`config.mk`:
```
export PLATFORM = sky130hd
export DESIGN_NAME = sdp_ctrl
export DESIGN_NICKNAME = d
export VERILOG_FILES = /design/src/design/sdp_pkg.sv /design/src/design/sdp_ctrl.sv
export SDC_FILE = /design/constraint.sdc
export NUM_CORES = 1
export LEC_CHECK = 0
export BUFFER_PORTS_ARGS = -buffer_cell sky130_fd_sc_hd__buf_4
export CORE_MARGIN = 2
export CORE_UTILIZATION = 50
export CTS_CLUSTER_DIAMETER = 200
export CTS_CLUSTER_SIZE = 40
export DETAILED_ROUTE_END_ITERATION = 16
export PLACE_DENSITY = 0.85
export SLEW_MARGIN = 15
export SYNTH_ARGS = -nofsm -noshare
export SYNTH_HDL_FRONTEND = slang
export SYNTH_SLANG_ARGS = --single-unit
```
`constraint.sdc`:
```
create_clock -name clk_i -period 1.7 [get_ports clk_i]
set_input_delay 0.34 -clock clk_i [delete_from_list [all_inputs] [get_ports clk_i]]
set_output_delay 0.34 -clock clk_i [all_outputs]
set_load 0.05 [all_outputs]
```
`src/design/sdp_pkg.sv`:
```
// ---------------------------------------------------------------------------
// sdp_pkg: shared types and constants of the stereo dynamics processor
// Controller states, datapath operation codes, command/status bundles and
// register reset values.
// ---------------------------------------------------------------------------
package sdp_pkg;

  // register indexes of the configuration port
  localparam logic [2:0] REG_MODE    = 3'd0;
  localparam logic [2:0] REG_THR     = 3'd1;
  localparam logic [2:0] REG_SLOPE   = 3'd2;
  localparam logic [2:0] REG_ATTACK  = 3'd3;
  localparam logic [2:0] REG_RELEASE = 3'd4;
  localparam logic [2:0] REG_CEIL    = 3'd5;
  localparam logic [2:0] REG_HOLD    = 3'd6;
  localparam logic [2:0] REG_MIX     = 3'd7;

  // operating modes
  localparam logic [1:0] MODE_COMP  = 2'd0;
  localparam logic [1:0] MODE_LIM   = 2'd1;
  localparam logic [1:0] MODE_GATE  = 2'd2;
  localparam logic [1:0] MODE_THRU  = 2'd3;

  // reset values
  localparam logic [31:0] THR_RST     = 32'd529290;
  localparam logic [15:0] SLOPE_RST   = 16'd49152;
  localparam logic [15:0] ATTACK_RST  = 16'd136;
  localparam logic [15:0] RELEASE_RST = 16'd14;
  localparam logic [31:0] CEIL_RST    = 32'd7919353;
  localparam logic [16:0] HOLD_RST    = 17'd960;
  localparam logic [16:0] MIX_RST     = 17'd65536;
  localparam logic [16:0] MIX_FULL    = 17'd65536;

  typedef enum logic [3:0] {
    ST_IDLE, ST_PEAK, ST_DECIDE, ST_LOGP, ST_LOGT, ST_EXPM, ST_EXPG, ST_DIV,
    ST_SMUL, ST_SADD, ST_AMUL, ST_AWET, ST_MMUL, ST_MSUM, ST_DONE
  } state_e;

  typedef enum logic [4:0] {
    OP_NONE, OP_LOAD, OP_PEAK, OP_LOGP_INIT, OP_NORM, OP_LOGT_INIT,
    OP_LOGDIFF, OP_EXPMUL, OP_EXPGAIN, OP_DIV_INIT, OP_DIV, OP_TGT_QUOT,
    OP_TGT_UNITY, OP_GATE, OP_SMUL, OP_SADD, OP_AMUL, OP_AWET, OP_MMUL,
    OP_MSUM, OP_OUT
  } dp_op_e;

  typedef struct packed {
    dp_op_e op;
    logic   ch;
  } cmd_t;

  typedef struct packed {
    logic [1:0] mode;
    logic       peak_gt;
    logic       peak_ge;
    logic       hold_nz;
    logic       norm_done;
    logic       div_done;
  } sts_t;

endpackage

```
`src/design/sdp_ctrl.sv`:
```
// ---------------------------------------------------------------------------
// sdp_ctrl: sequencing controller
// Steps the datapath through detection, gain computation, smoothing and the
// per-channel gain and mix, and owns the output valid flag.
// ---------------------------------------------------------------------------
module sdp_ctrl (
  input  logic          clk_i,
  input  logic          rst_ni,
  input  logic          in_valid_i,
  output logic          in_ready_o,
  output logic          out_valid_o,
  input  logic          out_ready_i,
  input  sdp_pkg::sts_t sts_i,
  output sdp_pkg::cmd_t cmd_o
);

  sdp_pkg::state_e state_q, state_d;
  logic            ch_q, ch_d;
  logic            ov_q, ov_d;

  always_ff @(posedge clk_i or negedge rst_ni) begin
    if (!rst_ni) begin
      state_q <= sdp_pkg::ST_IDLE;
      ch_q    <= 1'b0;
      ov_q    <= 1'b0;
    end else begin
      state_q <= state_d;
      ch_q    <= ch_d;
      ov_q    <= ov_d;
    end
  end

  always_comb begin
    state_d   = state_q;
    ch_d      = ch_q;
    ov_d      = ov_q && !out_ready_i;
    cmd_o.op  = sdp_pkg::OP_NONE;
    cmd_o.ch  = ch_q;
    case (state_q)
      sdp_pkg::ST_IDLE: begin
        ch_d = 1'b0;
        if (in_valid_i) begin
          cmd_o.op = sdp_pkg::OP_LOAD;
          state_d  = sdp_pkg::ST_PEAK;
        end
      end
      sdp_pkg::ST_PEAK: begin
        cmd_o.op = sdp_pkg::OP_PEAK;
        state_d  = sdp_pkg::ST_DECIDE;
      end
      sdp_pkg::ST_DECIDE: begin
        case (sts_i.mode)
          sdp_pkg::MODE_COMP: begin
            cmd_o.op = sts_i.peak_gt ? sdp_pkg::OP_LOGP_INIT : sdp_pkg::OP_TGT_UNITY;
            state_d  = sts_i.peak_gt ? sdp_pkg::ST_LOGP : sdp_pkg::ST_SMUL;
          end
          sdp_pkg::MODE_LIM: begin
            cmd_o.op = sts_i.peak_gt ? sdp_pkg::OP_DIV_INIT : sdp_pkg::OP_TGT_UNITY;
            state_d  = sts_i.peak_gt ? sdp_pkg::ST_DIV : sdp_pkg::ST_SMUL;
          end
          sdp_pkg::MODE_GATE: begin
            cmd_o.op = sdp_pkg::OP_GATE;
            state_d  = (sts_i.peak_ge || sts_i.hold_nz) ? sdp_pkg::ST_AMUL
                                                         : sdp_pkg::ST_SMUL;
          end
          default: state_d = sdp_pkg::ST_AMUL;
        endcase
      end
      sdp_pkg::ST_LOGP: begin
        if (sts_i.norm_done) begin
          cmd_o.op = sdp_pkg::OP_LOGT_INIT;
          state_d  = sdp_pkg::ST_LOGT;
        end else begin
          cmd_o.op = sdp_pkg::OP_NORM;
        end
      end
      sdp_pkg::ST_LOGT: begin
        if (sts_i.norm_done) begin
          cmd_o.op = sdp_pkg::OP_LOGDIFF;
          state_d  = sdp_pkg::ST_EXPM;
        end else begin
          cmd_o.op = sdp_pkg::OP_NORM;
        end
      end
      sdp_pkg::ST_EXPM: begin
        cmd_o.op = sdp_pkg::OP_EXPMUL;
        state_d  = sdp_pkg::ST_EXPG;
      end
      sdp_pkg::ST_EXPG: begin
        cmd_o.op = sdp_pkg::OP_EXPGAIN;
        state_d  = sdp_pkg::ST_SMUL;
      end
      sdp_pkg::ST_DIV: begin
        if (sts_i.div_done) begin
          cmd_o.op = sdp_pkg::OP_TGT_QUOT;
          state_d  = sdp_pkg::ST_SMUL;
        end else begin
          cmd_o.op = sdp_pkg::OP_DIV;
        end
      end
      sdp_pkg::ST_SMUL: begin
        cmd_o.op = sdp_pkg::OP_SMUL;
        state_d  = sdp_pkg::ST_SADD;
      end
      sdp_pkg::ST_SADD: begin
        cmd_o.op = sdp_pkg::OP_SADD;
        state_d  = sdp_pkg::ST_AMUL;
      end
      sdp_pkg::ST_AMUL: begin
        cmd_o.op = sdp_pkg::OP_AMUL;
        state_d  = sdp_pkg::ST_AWET;
      end
      sdp_pkg::ST_AWET: begin
        cmd_o.op = sdp_pkg::OP_AWET;
        state_d  = sdp_pkg::ST_MMUL;
      end
      sdp_pkg::ST_MMUL: begin
        cmd_o.op = sdp_pkg::OP_MMUL;
        state_d  = sdp_pkg::ST_MSUM;
      end
      sdp_pkg::ST_MSUM: begin
        cmd_o.op = sdp_pkg::OP_MSUM;
        ch_d     = !ch_q;
        state_d  = ch_q ? sdp_pkg::ST_DONE : sdp_pkg::ST_AMUL;
      end
      sdp_pkg::ST_DONE: begin
        // hold until the output register is free
        if (!ov_q || out_ready_i) begin
          cmd_o.op = sdp_pkg::OP_OUT;
          ov_d     = 1'b1;
          state_d  = sdp_pkg::ST_IDLE;
        end
      end
      default: state_d = sdp_pkg::ST_IDLE;
    endcase
  end

  assign in_ready_o  = (state_q == sdp_pkg::ST_IDLE);
  assign out_valid_o = ov_q;

endmodule

```
==> metrics.md <==
| Metric | Value |
|---|---|
| Design Area, Final | 1060 sq um |
| Post-synthesis to final-layout area growth | 58.2% |
| Met1 Track Usage GR | 35.4% |
| Initial Util | 52.4% |
| # clock sinks | 6 |
| Measured slew at the worst slew-check pin | 0.297 ns |
| Synth warn | 0 |
| Chip width | 40.7 um |
| Setup TNS Final | -0.320 ns |
| Final weighted congestion of routability-driven global placement | 0.922 |
| Critical Path Source Type | flip-flop |
| Total nets after synthesis | 104 |
| Global-route wire length before repair | 3.46 mm |
| Instance area after placement | 928 sq um |
| Wirelength, routed | 2.28 mm |
| Number of primary I/O pins | 19 |
| Post-DR wirelength/cell | 17.1 um |
| Global routing usage summed across all routing layers | 32.1% |
| Worst path setup slack after routing | -0.125 ns |
| Top post-synthesis cells by count | o21ai_0 (10), nor2_1 (9) |
| Required time of the worst setup path | 1.36 ns |
| Vias per std cell | 6.08 |
| Floorplan die height | 40.7 um |
| Syn_area_per_cell | 7.56 sq um |
| Number of synthesized flops with an enable pin | 0 |
| Die Area | 1660 sq um |
| Cell at the root of the clock tree | clkbuf_4 |
| Count of cells along the worst register-to-register path | 6 |
| Antenna Violating Nets Remaining | 0 |
| Most used DFF post-synth | dfrtp_1 |
| Violation count after the first detailed-route iteration | 41 |
| Utilization after layout | 82.9% |
| Count of final setup violators | 5 |
| Grt met2 use | 58.7% |
| Detailed-routing iteration count for the pre-antenna-repair pass | 4 |
| Count of endpoints failing hold in the final timing report | 0 |
| TritonCTS clock tree | done |
| Hold crit path type | in -> async |
| Combined flip-flop and latch cell area | 153 sq um |
| Worst EP arrival | 1.48 ns |
| Crit end category | output port |
| Placed cell count | 128 |
| Largest cells by area after synthesis | dfrtp_1 (22%), ha_1 (7.4%), o21ai_0 (7.4%) |
| Area of the core | 1280 sq um |
| Clock transition at path regs | 0.04 ns |
| Worst slew margin relative to its limit | 80.0% |
| Total power divided by cell area | 2280 nW/um^2 |
| Static power due to leakage | 0.483 nW |
| Detailed-placement wirelength estimate | 1.42 mm |
| Final std cells w/o fill | 133 |
| Number of violations of the max-capacitance limit | 0 |
| Synthesized instance count | 89 |
| Run status | finished with violations |
| Time the worst path needs with I/O delays and setup | 1.82 ns |
| Unique cell type count in the Yosys netlist | 33 |
| Sequential fraction of the synthesis area | 22.3% |
| Cell Area, Synth | 673 sq um |
| Total via count in the routed design | 809 |
| Area occupied by multi-input gates | 554 sq um |
| Count of inserted antenna diode cells | 0 |
| Initial antenna violation count | 0 |
| DRC viols | 0 |
| Total CTS buffers | 3 |
| Worst-case clock skew | 0.00192 ns |
| Bufs on Longest Clock Path | 2 |
| Area fraction of the dominant cell type after synthesis | 22.3% |
| Fmax | 0.548 GHz |
| Pin count of the biggest net entering global routing | 10 |
| Worst supply voltage drop on vdd | 0.00115 V |
| Number of rows created at floorplan | 13 |
| Clock Latency Late Sink | 0.24 ns |
| Setup repair after global routing missed its margin | true |
| Total number of nets in the final design | 135 |
| Fraction of layout instances using a drive strength above 1 | 50.0% |
| Final count of pins violating max slew | 0 |
| FF+latch count, synth | 6 |
| Number of global-route vias before repair | 794 |
| Largest fanout of any net on the critical path | 3 |
| Global routing's busiest layer | met2 |
| Number of filler instances in the final layout | 80 |
| Port-buffer cells | 18 |
| Final period util | 107% |
| Met3 Use GR | 5.43% |
| Leading area contributor after synthesis | dfrtp_1 |
| Global-route congestion overflow total | 0 |
| # H-tree levels | 1 |
| Share of flip-flops with an asynchronous set or reset | 100% |
| Count leader, synth | o21ai_0 |
| Failing checks | setup timing |
| Worst Setup Path Type | reg -> out |
-- cells in the final DEF (no fill, tap or decap), types with 3 or more instances in the layout --
cell type,instances
buf_4,24
clkbuf_4,3
mux2i_1,3
a21oi_1,4
nand2_1,6
ha_1,3
nor2_1,7
dfrtp_1,4
o21ai_0,7
buf_6,9
nand3_1,4
inv_1,3
-- stage by stage --
stage / hold slack [ns] / total power, mW / setup WS, ns
finish: 0.444 / 2.43 / -0.125
global route: 0.452 / 2.57 / -0.183
CTS: 0.446 / 2.31 / -0.131
detailed placement: 0.149 / 1.97 / -0.0687
global placement: 0.146 / 1.94 / -0.0153
floorplan: 0.0444 / 1.50 / -0.192
-- cell families after synthesis --
| group | after synthesis | share of synthesized area, % |
|---|---|---|
| compound gates | 29 | 28.4 |
| fa+ha+maj | 4 | 7.44 |
| xor+xnor | 1 | 1.30 |
| mux | 4 | 6.13 |
| flops | 6 | 22.3 |
| buf+inv | 14 | 10.0 |
| simple gates | 31 | 24.3 |
-- timing repair --
item / in CTS / in global routing
endpoints found under the hold margin: 6 / 0
gates resized for setup: 23 / 6
setup buffers: 1 / 0
gates cloned: 0 / 0
endpoints found under the setup margin: 6 / 6
hold buffers: 1 / 0
pin swaps: 4 / 3
-- power by group --
| part | switching (mW) | internal, mW |
|---|---|---|
| Sequential | 0.0823 | 0.212 |
| Combinational | 1.18 | 0.825 |
| Clock | 0.0485 | 0.0796 |
-- sequential cells by signal, summed over array words and instances, names as in the netlist --
register     flops
ch_q             1
state_q          4
out_valid_o      1
-- worst max-delay path: stages (launching register included) --
cell and delay [ns]:
dfrtp_1 0.41, or3_4 0.42, nor2_4 0.10, a32oi_2 0.06, o21ai_2 0.08, buf_6 0.17
-- worst paths after layout --
check / startpoint / end / slack, ns
max: state_q[1] / cmd_o[1] / -0.12
min: rst_ni / out_valid_o / 0.44
max reg2reg: state_q[1] / state_q[1] / 0.22
min reg2reg: ch_q / ch_q / 0.61
max in group asynchronous: rst_ni / state_q[3] / 1.13
min in group clk_i: out_ready_i / out_valid_o / 0.53
-- layout make-up --
cell class / count / area share (%)
inverters: 6 / 2.35
clock buffers: 3 / 2.12
multi-input cells: 69 / 52.1
well taps: 15 / 1.76
flip-flops and latches: 6 / 14.3
repair buffers: 34 / 27.4
-- routing by layer --
layer  routed length [um]  vias to the layer above
met5                    0                        -
met1                  886                      370
met3                  154                        6
li1                     -                      381
met2                 1190                       52
met4                   48                        0
Note: power is estimated with default switching activity, not from simulation.
