**config.mk**
```make
export PLATFORM = sky130hd
export DESIGN_NAME = sdp_cfg
export DESIGN_NICKNAME = d
export VERILOG_FILES = /design/src/design/sdp_pkg.sv /design/src/design/sdp_cfg.sv
export SDC_FILE = /design/constraint.sdc
export NUM_CORES = 1
export LEC_CHECK = 0
export ABC_AREA = 1
export ABC_CLOCK_PERIOD_IN_PS = 900
export BUFFER_PORTS_ARGS = -buffer_cell sky130_fd_sc_hd__buf_4
export CAP_MARGIN = 5
export CORE_UTILIZATION = 30
export DETAILED_ROUTE_END_ITERATION = 7
export SLEW_MARGIN = 40
export SYNTH_ARGS = -nofsm -noshare
export SYNTH_HDL_FRONTEND = slang
export SYNTH_SLANG_ARGS = --single-unit
```
**constraint.sdc**
```tcl
create_clock -name clk_i -period 0.9 [get_ports clk_i]
set_input_delay 0.045 -clock clk_i [delete_from_list [all_inputs] [get_ports clk_i]]
set_output_delay 0.045 -clock clk_i [all_outputs]
set_load 0.1 [all_outputs]
```
**src/design/sdp_pkg.sv**
```systemverilog
// ---------------------------------------------------------------------------
// sdp_pkg: shared types and constants of the stereo dynamics processor
// Controller states, datapath operation codes, command/status bundles and
// register reset values.
// ---------------------------------------------------------------------------
package sdp_pkg;

  // register indexes of the configuration port
  localparam logic [2:0] REG_MODE    = 3'd0;
  localparam logic [2:0] REG_THR     = 3'd1;
  localparam logic [2:0] REG_SLOPE   = 3'd2;
  localparam logic [2:0] REG_ATTACK  = 3'd3;
  localparam logic [2:0] REG_RELEASE = 3'd4;
  localparam logic [2:0] REG_CEIL    = 3'd5;
  localparam logic [2:0] REG_HOLD    = 3'd6;
  localparam logic [2:0] REG_MIX     = 3'd7;

  // operating modes
  localparam logic [1:0] MODE_COMP  = 2'd0;
  localparam logic [1:0] MODE_LIM   = 2'd1;
  localparam logic [1:0] MODE_GATE  = 2'd2;
  localparam logic [1:0] MODE_THRU  = 2'd3;

  // reset values
  localparam logic [31:0] THR_RST     = 32'd529290;
  localparam logic [15:0] SLOPE_RST   = 16'd49152;
  localparam logic [15:0] ATTACK_RST  = 16'd136;
  localparam logic [15:0] RELEASE_RST = 16'd14;
  localparam logic [31:0] CEIL_RST    = 32'd7919353;
  localparam logic [16:0] HOLD_RST    = 17'd960;
  localparam logic [16:0] MIX_RST     = 17'd65536;
  localparam logic [16:0] MIX_FULL    = 17'd65536;

  typedef enum logic [3:0] {
    ST_IDLE, ST_PEAK, ST_DECIDE, ST_LOGP, ST_LOGT, ST_EXPM, ST_EXPG, ST_DIV,
    ST_SMUL, ST_SADD, ST_AMUL, ST_AWET, ST_MMUL, ST_MSUM, ST_DONE
  } state_e;

  typedef enum logic [4:0] {
    OP_NONE, OP_LOAD, OP_PEAK, OP_LOGP_INIT, OP_NORM, OP_LOGT_INIT,
    OP_LOGDIFF, OP_EXPMUL, OP_EXPGAIN, OP_DIV_INIT, OP_DIV, OP_TGT_QUOT,
    OP_TGT_UNITY, OP_GATE, OP_SMUL, OP_SADD, OP_AMUL, OP_AWET, OP_MMUL,
    OP_MSUM, OP_OUT
  } dp_op_e;

  typedef struct packed {
    dp_op_e op;
    logic   ch;
  } cmd_t;

  typedef struct packed {
    logic [1:0] mode;
    logic       peak_gt;
    logic       peak_ge;
    logic       hold_nz;
    logic       norm_done;
    logic       div_done;
  } sts_t;

endpackage

```
**src/design/sdp_cfg.sv**
```systemverilog
// ---------------------------------------------------------------------------
// sdp_cfg: configuration register file
// Holds the eight control registers and flags a change of mode.
// ---------------------------------------------------------------------------
module sdp_cfg #(
  parameter int SB   = 24,
  parameter int CW   = 23
) (
  input  logic          clk_i,
  input  logic          rst_ni,
  input  logic          we_i,
  input  logic [2:0]    idx_i,
  input  logic [CW-1:0] wdata_i,
  output logic [1:0]    mode_o,
  output logic [SB-2:0] thr_o,
  output logic [15:0]   slope_o,
  output logic [15:0]   attack_o,
  output logic [15:0]   release_o,
  output logic [SB-2:0] ceil_o,
  output logic [16:0]   hold_o,
  output logic [16:0]   mix_o,
  output logic          mode_chg_o,
  output logic [1:0]    mode_new_o
);

  localparam int F = SB - 1;

  logic [1:0]   mode_q;
  logic [F-1:0] thr_q, ceil_q;
  logic [15:0]  slope_q, attack_q, release_q;
  logic [16:0]  hold_q, mix_q;

  assign mode_new_o = wdata_i[1:0];
  assign mode_chg_o = we_i && (idx_i == sdp_pkg::REG_MODE) && (wdata_i[1:0] != mode_q);

  always_ff @(posedge clk_i or negedge rst_ni) begin
    if (!rst_ni) begin
      mode_q    <= sdp_pkg::MODE_COMP;
      thr_q     <= sdp_pkg::THR_RST[F-1:0];
      slope_q   <= sdp_pkg::SLOPE_RST;
      attack_q  <= sdp_pkg::ATTACK_RST;
      release_q <= sdp_pkg::RELEASE_RST;
      ceil_q    <= sdp_pkg::CEIL_RST[F-1:0];
      hold_q    <= sdp_pkg::HOLD_RST;
      mix_q     <= sdp_pkg::MIX_RST;
    end else if (we_i) begin
      case (idx_i)
        sdp_pkg::REG_MODE:    mode_q    <= wdata_i[1:0];
        sdp_pkg::REG_THR:     thr_q     <= wdata_i[F-1:0];
        sdp_pkg::REG_SLOPE:   slope_q   <= wdata_i[15:0];
        sdp_pkg::REG_ATTACK:  attack_q  <= wdata_i[15:0];
        sdp_pkg::REG_RELEASE: release_q <= wdata_i[15:0];
        sdp_pkg::REG_CEIL:    ceil_q    <= wdata_i[F-1:0];
        sdp_pkg::REG_HOLD:    hold_q    <= wdata_i[16:0];
        sdp_pkg::REG_MIX:     mix_q     <= wdata_i[16:0];
        default: ;
      endcase
    end
  end

  assign mode_o    = mode_q;
  assign thr_o     = thr_q;
  assign slope_o   = slope_q;
  assign attack_o  = attack_q;
  assign release_o = release_q;
  assign ceil_o    = ceil_q;
  assign hold_o    = hold_q;
  assign mix_o     = mix_q;

endmodule

```
==> results of run 1 <==
## sequential cells by signal (all words and copies together) (netlist names)
name and cells:
mix_o 17, attack_o 16, slope_o 16, thr_o 23
ceil_o 23, hold_o 17, release_o 16, mode_o 2
## timing repair
action / in CTS / in global routing
endpoints found under the setup margin: 131 / 132
buffers inserted: 5 / 9
endpoints found under the hold margin: 225 / 1
pin swaps: 2 / 0
resized for setup: 331 / 64
## critical path: stages (launching register included)
cell,delay (ns)
dfrtp_4,0.49
nand2_2,0.07
nand2_2,0.06
a21oi_4,0.18
buf_12,0.19
## layout by cell type (no fill, tap or decap), types with 6 or more instances in the layout
master | Yosys | routed
dfrtp_2 | 0 | 77
buf_12 | 0 | 144
dfrtp_4 | 0 | 19
dfstp_4 | 0 | 34
nand2_1 | 365 | 360
dlygate4sd3_1 | 0 | 24
nand2_2 | 5 | 10
nand3_1 | 14 | 14
clkbuf_16 | 0 | 17
o21ai_0 | 19 | 17
buf_4 | 8 | 64
bufinv_16 | 0 | 6
## stage by stage
| step | hold WS [ns] | area [um2] | util, % |
|---|---|---|---|
| after floorplan | -0.2506 | 5543 | - |
| after global placement | -0.05993 | 7301 | 43.41 |
| after detailed placement | -0.05859 | 7301 | 43.41 |
| after CTS | -0.1378 | 9620 | 57.20 |
| after global routing | -0.08522 | 9967 | 59.26 |
| final | -0.09902 | 9967 | 59.26 |
## logic make-up after synthesis
family,synth area share (%)
AND/OR/NAND/NOR,30.81
flip-flops,63.06
buffers and inverters,4.214
AO/OA/AOI/OAI,1.915
## per-layer routing
| metal | vias to the layer above | part of all wire, % | track usage (%) |
|---|---|---|---|
| met5 | - | 0 | 0 |
| met4 | 0 | 1.5 | 6.376 |
| met3 | 20 | 5.5 | 5.745 |
| met2 | 157 | 50 | 33.74 |
| met1 | 2320 | 43 | 26.83 |
| li1 | 2242 | - | - |
## report_power, final
| group | switching [mW] | internal, mW | leakage, nW |
|---|---|---|---|
| Sequential | 1.29 | 7.59 | 1.46 |
| Combinational | 10.0 | 5.12 | 2.93 |
| Clock | 2.59 | 5.40 | 0.330 |
| Total | 13.9 | 18.1 | 4.73 |
## worst paths after layout
| path | start | endpoint | slack [ns] |
|---|---|---|---|
| worst max register to register | mode_o[1] | mode_o[1] | -0.05 |
| worst min-delay path | wdata_i[1] | hold_o[1] | -0.1 |
| min in group asynchronous | rst_ni | thr_o[14] | 0.08 |
| worst min register to register | thr_o[5] | thr_o[5] | 0.51 |
| max in group asynchronous | rst_ni | ceil_o[14] | 0.28 |
| worst max-delay path | mode_o[1] | mode_chg_o | -0.57 |
## final cells by class
type	instances	area [um2]
flip-flops and latches	130	3591
clock inverters	10	202.7
fillers	1332	6852
clock buffers	22	474.2
well taps	220	275.3
repair buffers	236	3652
inverters	10	37.54
multi-input cells	417	1734
==> qor.csv, run 1 <==
metric,value,unit
"Hold-fix buffers, CTS",24,
Max Clock Skew,0,ns
cell area after synthesis,5226,um2
type of origin of the critical path,flop,
cells after synthesis,584,
ys flop type,dfrtp_1,
Post-synth EDFFs,0,
GR Overflow Total,0,
via count,4739,
pin count of the biggest net entering global routing,31,
Seq cells post-synth,130,
Total Power,32.01,mW
vias in the first global route,4976,
Pre-antenna DRT Iters,4,
synth top area cells,"dfrtp_1 46%, nand2_1 26%, dfstp_2 17%",
post-synth net total,613,
"Worst Setup Slack, final",-0.5665,ns
post-synth top area cell,dfrtp_1,
Root Buffer,clkbuf_16,
TritonCTS clock tree,built,
most frequent cell after synthesis,nand2_1,
number of nets in the layout,841,
"Avg Cell Area, Syn",8.949,um2
leakage power,4.726,nW
Synth top area share,45.97,%
max cap viols,0,
fin cells,1045,
element type at the critical path end,output port,
WP data arrival,1.42,ns
placed insts,975,
status,finished with violations,
Crit Path Max Fanout,3,
FP Rows,47,
Num Clock Sinks,130,
Final Critical Period,1.466,ns
Horiz. Die Dim,134.0,um
VDD IR max,0.001430,V
Final setup viols,132,
gr usage total,20.76,%
hold_ws,-0.09902,ns
RSZ-0062 raised after global routing,yes,
antenna-violating nets left,0,
final WL,17970,um
area added between synthesis and finish,90.71,%
Post-route DRC,0,
final hold vios,1,
CP required,0.85,ns
Peak Freq,0.6819,GHz
post-DR wirelength/cell,17.20,um
vias per cell,4.535,
Clock Latency Late Sink,0.42,ns
Power Density,3212,nW/um2
Total Neg Setup Slack,-29.95,ns
layout cells sized above 1,48.24,%
warnings from Yosys,0,
Crit Path Class,reg2out,
reg2reg path depth,4,
Post-synth top cells,"365 x nand2_1, 96 x dfrtp_1, 34 x dfstp_2, 19 x o21ai_0, 14 x nand3_1",
GPL Wtd Cong,0.7642,
dpl ws,-0.1705,ns
Async SR Flop Fraction,100.0,%
Hold Path Class,in2reg,
Slew Limit Fails,0,
die area,17950,um2
"CTS clk-pin slew, worst paths",0.06,ns
antenna violations before repair,0,
DIE HEIGHT,134.0,um
Port Buffers,161,
I/O pin cnt,162,
H-tree depth,4,
clk buf depth,2,
Final HPWL DP,11450,um
"Seq/Total Area, Yosys",63.06,%
initial drt markers,258,
Unique masters post-synth,19,
CTS Buf Count,17,
violations in the final reports,"negative hold slack, negative setup slack",
measured slew at the worst slew-check pin,0.3854,ns
Initial Util,31.07,%
# diodes,0,
Rel. slew slack,74.22,%
hold depth,3,
first-pass GRT wire length,28060,um
Final period util,162.9,%
Core Region,16820,um2
No activity file was read; power rests on OpenSTA's default activity.
==> run 2: changes to the inputs <==
--- a/config.mk
+++ b/config.mk
@@ -9,8 +9,10 @@
 export ABC_CLOCK_PERIOD_IN_PS = 900
 export BUFFER_PORTS_ARGS = -buffer_cell sky130_fd_sc_hd__buf_4
 export CAP_MARGIN = 5
+export CORE_MARGIN = 4
 export CORE_UTILIZATION = 30
 export DETAILED_ROUTE_END_ITERATION = 7
+export GPL_TIMING_DRIVEN = 0
 export SLEW_MARGIN = 40
 export SYNTH_ARGS = -nofsm -noshare
 export SYNTH_HDL_FRONTEND = slang
==> run 2 against run 1 <==
Compared with the run above: the flow still finishes with violations (negative hold slack, negative setup slack); sequential cell count unchanged; clock power down 6.4%; count of clock-buffer cells in the layout fell by 4; maximum frequency rose by 0.42%; routed wire length up 1.6%; die area increased by 9.2%; utilization down 1.9 points; critical path type unchanged; critical endpoint unchanged; highest routed layer unchanged.
==> qor.csv, run 2 (synthesis results as in run 1) <==
metric,value,unit,change
vias per cell,4.492,,-0.95%
Max Clock Skew,0,ns,unchanged
pin count of the biggest net entering global routing,68,,+120%
die area,19600,um2,+9.2%
Port Buffers,157,,-2.5%
GPL Wtd Cong,0.7553,,-1.2%
clk buf depth,2,,unchanged
worst r2r src,thr_o[9],,
"commonest non-fill, non-tap cell in the layout",nand2_1,,
Final HPWL DP,11470,um,+0.11%
status,finished with violations,,
max cap viols,0,,unchanged
vias in the first global route,4833,,-2.9%
Root Buffer,clkbuf_16,,
VDD IR max,0.001440,V,+0.69%
Power Density,3248,nW/um2,+1.1%
crit path cell chain,nand2_2 -> nand2_2 -> a21oi_4 -> buf_12,,
H-tree depth,4,,unchanged
measured slew at the worst slew-check pin,0.5205,ns,+0.1351 ns
TritonCTS clock tree,built,,
Rel. slew slack,65.30,%,-8.9 points
CTS Buf Count,17,,unchanged
Final Critical Period,1.460,ns,-0.006204 ns
antenna-violating nets left,0,,unchanged
Final period util,162.3,%,-0.69 points
"CP delay by family, top",flip-flops,,
# diodes,0,,unchanged
layout cells sized above 1,47.61,%,-0.64 points
buffer and inverter count on the worst path,1,,unchanged
CP dominant cell by count,nand2_2,,
post-DR wirelength/cell,17.65,um,+2.6%
fin area,9647,um2,-3.2%
Reg2Reg Setup Slack,0.03,ns,+0.08 ns
first-pass GRT wire length,27860,um,-0.69%
Reg area,3591,um2,unchanged
GR Overflow Total,0,,unchanged
Peak Freq,0.6848,GHz,+0.42%
Post-route DRC,0,,unchanged
number of nets in the layout,831,,-1.2%
"Hold-fix buffers, CTS",22,,-8.3%
Horiz. Die Dim,140.0,um,+4.5%
via count,4649,,-1.9%
type of origin of the critical path,flop,,
Core Region,16820,um2,unchanged
reg-to-reg critical path endpoint,thr_o[9],,
Slew Limit Fails,0,,unchanged
antenna violations before repair,0,,unchanged
Crit Path Max Fanout,4,,+1
initial drt markers,295,,+14%
"CTS clk-pin slew, worst paths",0.06,ns,about the same
Filler cells,1406,,+5.6%
leakage power,4.564,nW,-3.4%
"Largest stage delay, worst path",0.50,ns,about the same
hold_ws,-0.4099,ns,-0.3109 ns
I/O pin cnt,162,,unchanged
gr usage total,18.30,%,-2.5 points
Final setup viols,131,,-0.76%
area added between synthesis and finish,84.58,%,
Crit Path Class,reg2out,,
"Worst Setup Slack, final",-0.5603,ns,+0.006204 ns
WP data arrival,1.42,ns,about the same
Initial Util,31.07,%,unchanged
FP Rows,47,,unchanged
final hold vios,66,,+65
multi-input logic area,1732,um2,-0.14%
RSZ-0062 raised after global routing,yes,,
Post-DP Area,7032,um2,-3.7%
Num Clock Sinks,130,,unchanged
reg2reg path depth,2,,-2
CP required,0.85,ns,about the same
Pre-antenna DRT Iters,4,,unchanged
violations in the final reports,"negative hold slack, negative setup slack",,
CP max stage cell,dfrtp_4,,
Hold Path Class,in2async,,
most frequent cells in the layout,"361 x nand2_1, 127 x buf_12, 77 x dfrtp_2",,
element type at the critical path end,output port,,
DIE HEIGHT,140.0,um,+4.5%
Clock Latency Late Sink,0.41,ns,about the same
final WL,18260,um,+1.6%
## run 2: layer usage
metal,GRT usage [%],vias up,part of all wire (%)
met4,5.099,0,1.5
li1,-,2218,-
met1,24.01,2273,44
met2,29.98,137,50
met3,4.976,21,4.6
met5,0,-,0
## run 2: worst max path at each step
stage,start,slack (ns),cells after the start,to
detailed placement,idx_i[2],-0.31,6,attack_o[12]
CTS,mode_o[0],-0.56,4,mode_chg_o
finish,mode_o[0],-0.56,4,mode_chg_o
floorplan,mode_o[1],-0.49,3,mode_chg_o
global placement,rst_ni,-1.0,1,release_o[0]
global route,mode_o[0],-0.61,4,mode_chg_o
## run 2: through the flow
step	setup TNS (ns)	total power [mW]	worst slack [ns]	std cells	util, %
final	-28.82	31.33	-0.5603	1035	57.36
after CTS	-31.20	30.75	-0.5643	1022	55.24
after detailed placement	-21.85	20.22	-0.3118	962	41.81
after global routing	-33.43	32.31	-0.6119	1035	57.36
after global placement	-120.39	20.10	-0.9978	961	41.60
after floorplan	-2.595	17.58	-0.4946	584	-
## run 2: final cells by class
cell class	count	area share, %
Buffer	27	1.894
Clock buffer	18	4.553
Clock inverter	14	2.088
Inverter	10	0.3891
Multi-Input combinational cell	417	17.95
Sequential cell	130	37.22
Tap cell	220	2.853
Timing Repair Buffer	199	33.05
## run 2: report_power, final
| part | total, mW | internal [mW] | switching (mW) |
|---|---|---|---|
| sequential | 8.87 | 7.59 | 1.28 |
| combinational | 15.0 | 4.96 | 10.0 |
| clock | 7.49 | 4.75 | 2.73 |
## run 2: worst register-to-register path: cells and delay by family (launching register included)
| kind | cells | cell delay [ns] |
|---|---|---|
| flip-flops | 1 | 0.64 |
| AND/OR/NAND/NOR | 2 | 0.17 |
## run 2: what timing repair did
action,4_1_cts,5_1_grt
buffers inserted,6,13
hold endpoints to repair,180,65
pin swaps,1,1
endpoints found under the setup margin,131,135
gates cloned,0,0
gates resized for setup,328,59
==> run 3: changes to the inputs <==
--- a/config.mk
+++ b/config.mk
@@ -9,10 +9,11 @@
 export ABC_CLOCK_PERIOD_IN_PS = 900
 export BUFFER_PORTS_ARGS = -buffer_cell sky130_fd_sc_hd__buf_4
 export CAP_MARGIN = 5
-export CORE_MARGIN = 4
+export CORE_MARGIN = 5
 export CORE_UTILIZATION = 30
 export DETAILED_ROUTE_END_ITERATION = 7
 export GPL_TIMING_DRIVEN = 0
+export SETUP_SLACK_MARGIN = 0.1
 export SLEW_MARGIN = 40
 export SYNTH_ARGS = -nofsm -noshare
 export SYNTH_HDL_FRONTEND = slang
==> run 3 against run 2 <==
Compared with the run above: the flow still finishes with violations (negative hold slack, negative setup slack); utilization increased by 0.19 points; maximum frequency increased by 0.56%; critical endpoint unchanged; critical path type unchanged; register-to-register slack about the same; cell area increased by 2.5%; die area increased by 2.9%; largest cell class unchanged; total power decreased by 0.78%; via count decreased by 0.71%; final cell count decreased by 0.58%; routed wire length decreased by 0.73%; clock skew unchanged.
==> qor.csv, run 3 (synthesis results as in run 1) <==
metric,value,unit,change
first-pass GRT wire length,28340,um,+1.7%
leakage power,4.545,nW,-0.43%
Rel. slew slack,63.79,%,-1.5 points
Clock Latency Late Sink,0.41,ns,about the same
CP required,0.85,ns,about the same
layout cells sized above 1,50.87,%,+3.3 points
Sw Pwr,13.78,mW,-1.7%
# diodes,0,,unchanged
element type at the critical path end,output port,,
CP dominant cell by count,nand2_2,,
die area,20160,um2,+2.9%
CP max stage cell,dfrtp_4,,
WP data arrival,1.41,ns,about the same
post-DR wirelength/cell,17.62,um,-0.15%
"Hold-fix buffers, CTS",21,,-4.5%
Peak Freq,0.6887,GHz,+0.56%
pin count of the biggest net entering global routing,51,,-25%
status,finished with violations,,
antenna-violating nets left,0,,unchanged
via count,4616,,-0.71%
violations in the final reports,"negative hold slack, negative setup slack",,
fin area,9884,um2,+2.5%
hold_ws,-0.5125,ns,-0.1025 ns
Post-route DRC,0,,unchanged
Crit Path Class,reg2out,,
Power Density,3145,nW/um2,-3.2%
final WL,18130,um,-0.73%
"CTS clk-pin slew, worst paths",0.06,ns,about the same
measured slew at the worst slew-check pin,0.5432,ns,+0.02274 ns
max cap viols,0,,unchanged
Initial Util,30.43,%,-0.65 points
antenna violations before repair,0,,unchanged
clock share of power,22.1,%,-1.8 points
DIE HEIGHT,142.0,um,+1.4%
clk buf depth,2,,unchanged
fin cells,1029,,-0.58%
initial drt markers,211,,-28%
buffer and inverter count on the worst path,1,,unchanged
Crit Path Max Fanout,4,,unchanged
Post-DP Area,7269,um2,+3.4%
"Largest stage delay, worst path",0.50,ns,about the same
vias per cell,4.486,,-0.13%
CTS Buf Count,17,,unchanged
Num Clock Sinks,130,,unchanged
Filler cells,1391,,-1.1%
"CP delay by family, top",flip-flops,,
Port Buffers,157,,unchanged
RSZ-0062 raised after global routing,yes,,
Final period util,161.3,%,-0.91 points
gr usage total,18.39,%,+0.088 points
placed insts,968,,+0.62%
Hold Path Class,in2async,,
TritonCTS clock tree,built,,
Max Clock Skew,0,ns,unchanged
most frequent cells in the layout,"329 x nand2_1, 131 x buf_12, 96 x dfrtp_4",,
final hold vios,70,,+6.1%
H-tree depth,4,,unchanged
"Worst Setup Slack, final",-0.5521,ns,+0.008173 ns
"commonest non-fill, non-tap cell in the layout",nand2_1,,
crit path cell chain,nand2_2 -> nand2_2 -> a21oi_4 -> buf_12,,
type of origin of the critical path,flop,,
Root Buffer,clkbuf_16,,
Logic pwr share,48.2,%,+0.4 points
Final HPWL DP,11820,um,+3.1%
switching power share of the total,44.33,%,-0.42 points
Horiz. Die Dim,142.0,um,+1.4%
number of nets in the layout,820,,-1.3%
I/O pin cnt,162,,unchanged
part of the power in registers,29.7,%,+1.4 points
Final Critical Period,1.452,ns,-0.008173 ns
VDD IR max,0.001513,V,+5.1%
GPL Wtd Cong,0.7179,,-5.0%
FP Rows,48,,+2.1%
Final setup viols,131,,unchanged
GR Overflow Total,0,,unchanged
vias in the first global route,4812,,-0.43%
area added between synthesis and finish,89.13,%,
Slew Limit Fails,0,,unchanged
Pre-antenna DRT Iters,4,,unchanged
Core Region,17180,um2,+2.1%
Total Neg Setup Slack,-34.13,ns,-5.311 ns
Int Power,17.30,mW,about the same
[run 3: cell types whose count changed in the layout (fill, tap and decap cells not counted), moves of 5 or more]
cell	delta
o21ai_0	-17
clkbuf_1	+5
o21ai_1	+13
dfrtp_2	-77
nand2_2	+30
buf_2	-5
dfrtp_4	+77
buf_4	-11
nand2_1	-32
[run 3: path summary, 6_finish.rpt]
kind / from / endpoint / slack (ns) / depth (start not counted)
min in group clk_i: idx_i[1] / release_o[2] / 0 / 4
worst max register to register: mix_o[10] / mix_o[10] / 0.04 / 3
worst min register to register: thr_o[6] / thr_o[6] / 0.55 / 2
worst max-delay path: mode_o[0] / mode_chg_o / -0.55 / 4
worst min-delay path: rst_ni / slope_o[8] / -0.51 / 1
max in group asynchronous: rst_ni / thr_o[3] / 0.52 / 3
[run 3: repair_timing]
item	in CTS	in global routing
endpoints found under the setup margin	132	179
hold endpoints to repair	184	71
setup buffers	1	7
pin swaps	6	21
gates resized for setup	393	45
[run 3: power groups by stage]
| stage | Clock, mW | Combinational (mW) | Sequential [mW] |
|---|---|---|---|
| after detailed placement | 0 | 11.9 | 8.63 |
| after global routing | 7.29 | 15.4 | 9.37 |
| after floorplan | 0 | 1.07 | 16.9 |
| after global placement | 0 | 11.8 | 8.62 |
| after CTS | 7.06 | 14.8 | 9.18 |
| final | 6.87 | 15.0 | 9.23 |
[run 3: area by class of cell]
type	instances	area (um2)	share of cell area (%)
Buffer	27	198.9	2.013
Clock buffer	27	513.0	5.190
Clock inverter	5	75.07	0.7595
Inverter	10	37.54	0.3797
Multi-Input combinational cell	417	1837	18.58
Sequential cell	130	3784	38.28
Tap cell	225	281.5	2.848
Timing Repair Buffer	188	3158	31.95
[run 3: layer usage]
metal,GRT usage (%),part of all wire (%)
met5,0,0
met1,23.31,42
met3,4.637,4.9
met2,30.53,51
met4,6.667,2.2
[run 3: per-stage QoR]
| step | power [mW] | setup slack, ns | util (%) |
|---|---|---|---|
| after floorplan | 17.93 | -0.4946 | - |
| after global placement | 20.38 | -0.9805 | 41.96 |
| after CTS | 31.07 | -0.5752 | 56.56 |
| after detailed placement | 20.53 | -0.3170 | 42.32 |
| after global routing | 32.09 | -0.6100 | 57.55 |
| final | 31.08 | -0.5521 | 57.55 |
[run 3: worst register-to-register path, delay by kind of cell (launching register included)]
| family | cells | cell delay, ns |
|---|---|---|
| AOI/OAI and AO/OA | 1 | 0.05 |
| and+or+nand+nor | 1 | 0.07 |
| DFF | 1 | 0.49 |
| buffers and inverters | 1 | 0.15 |
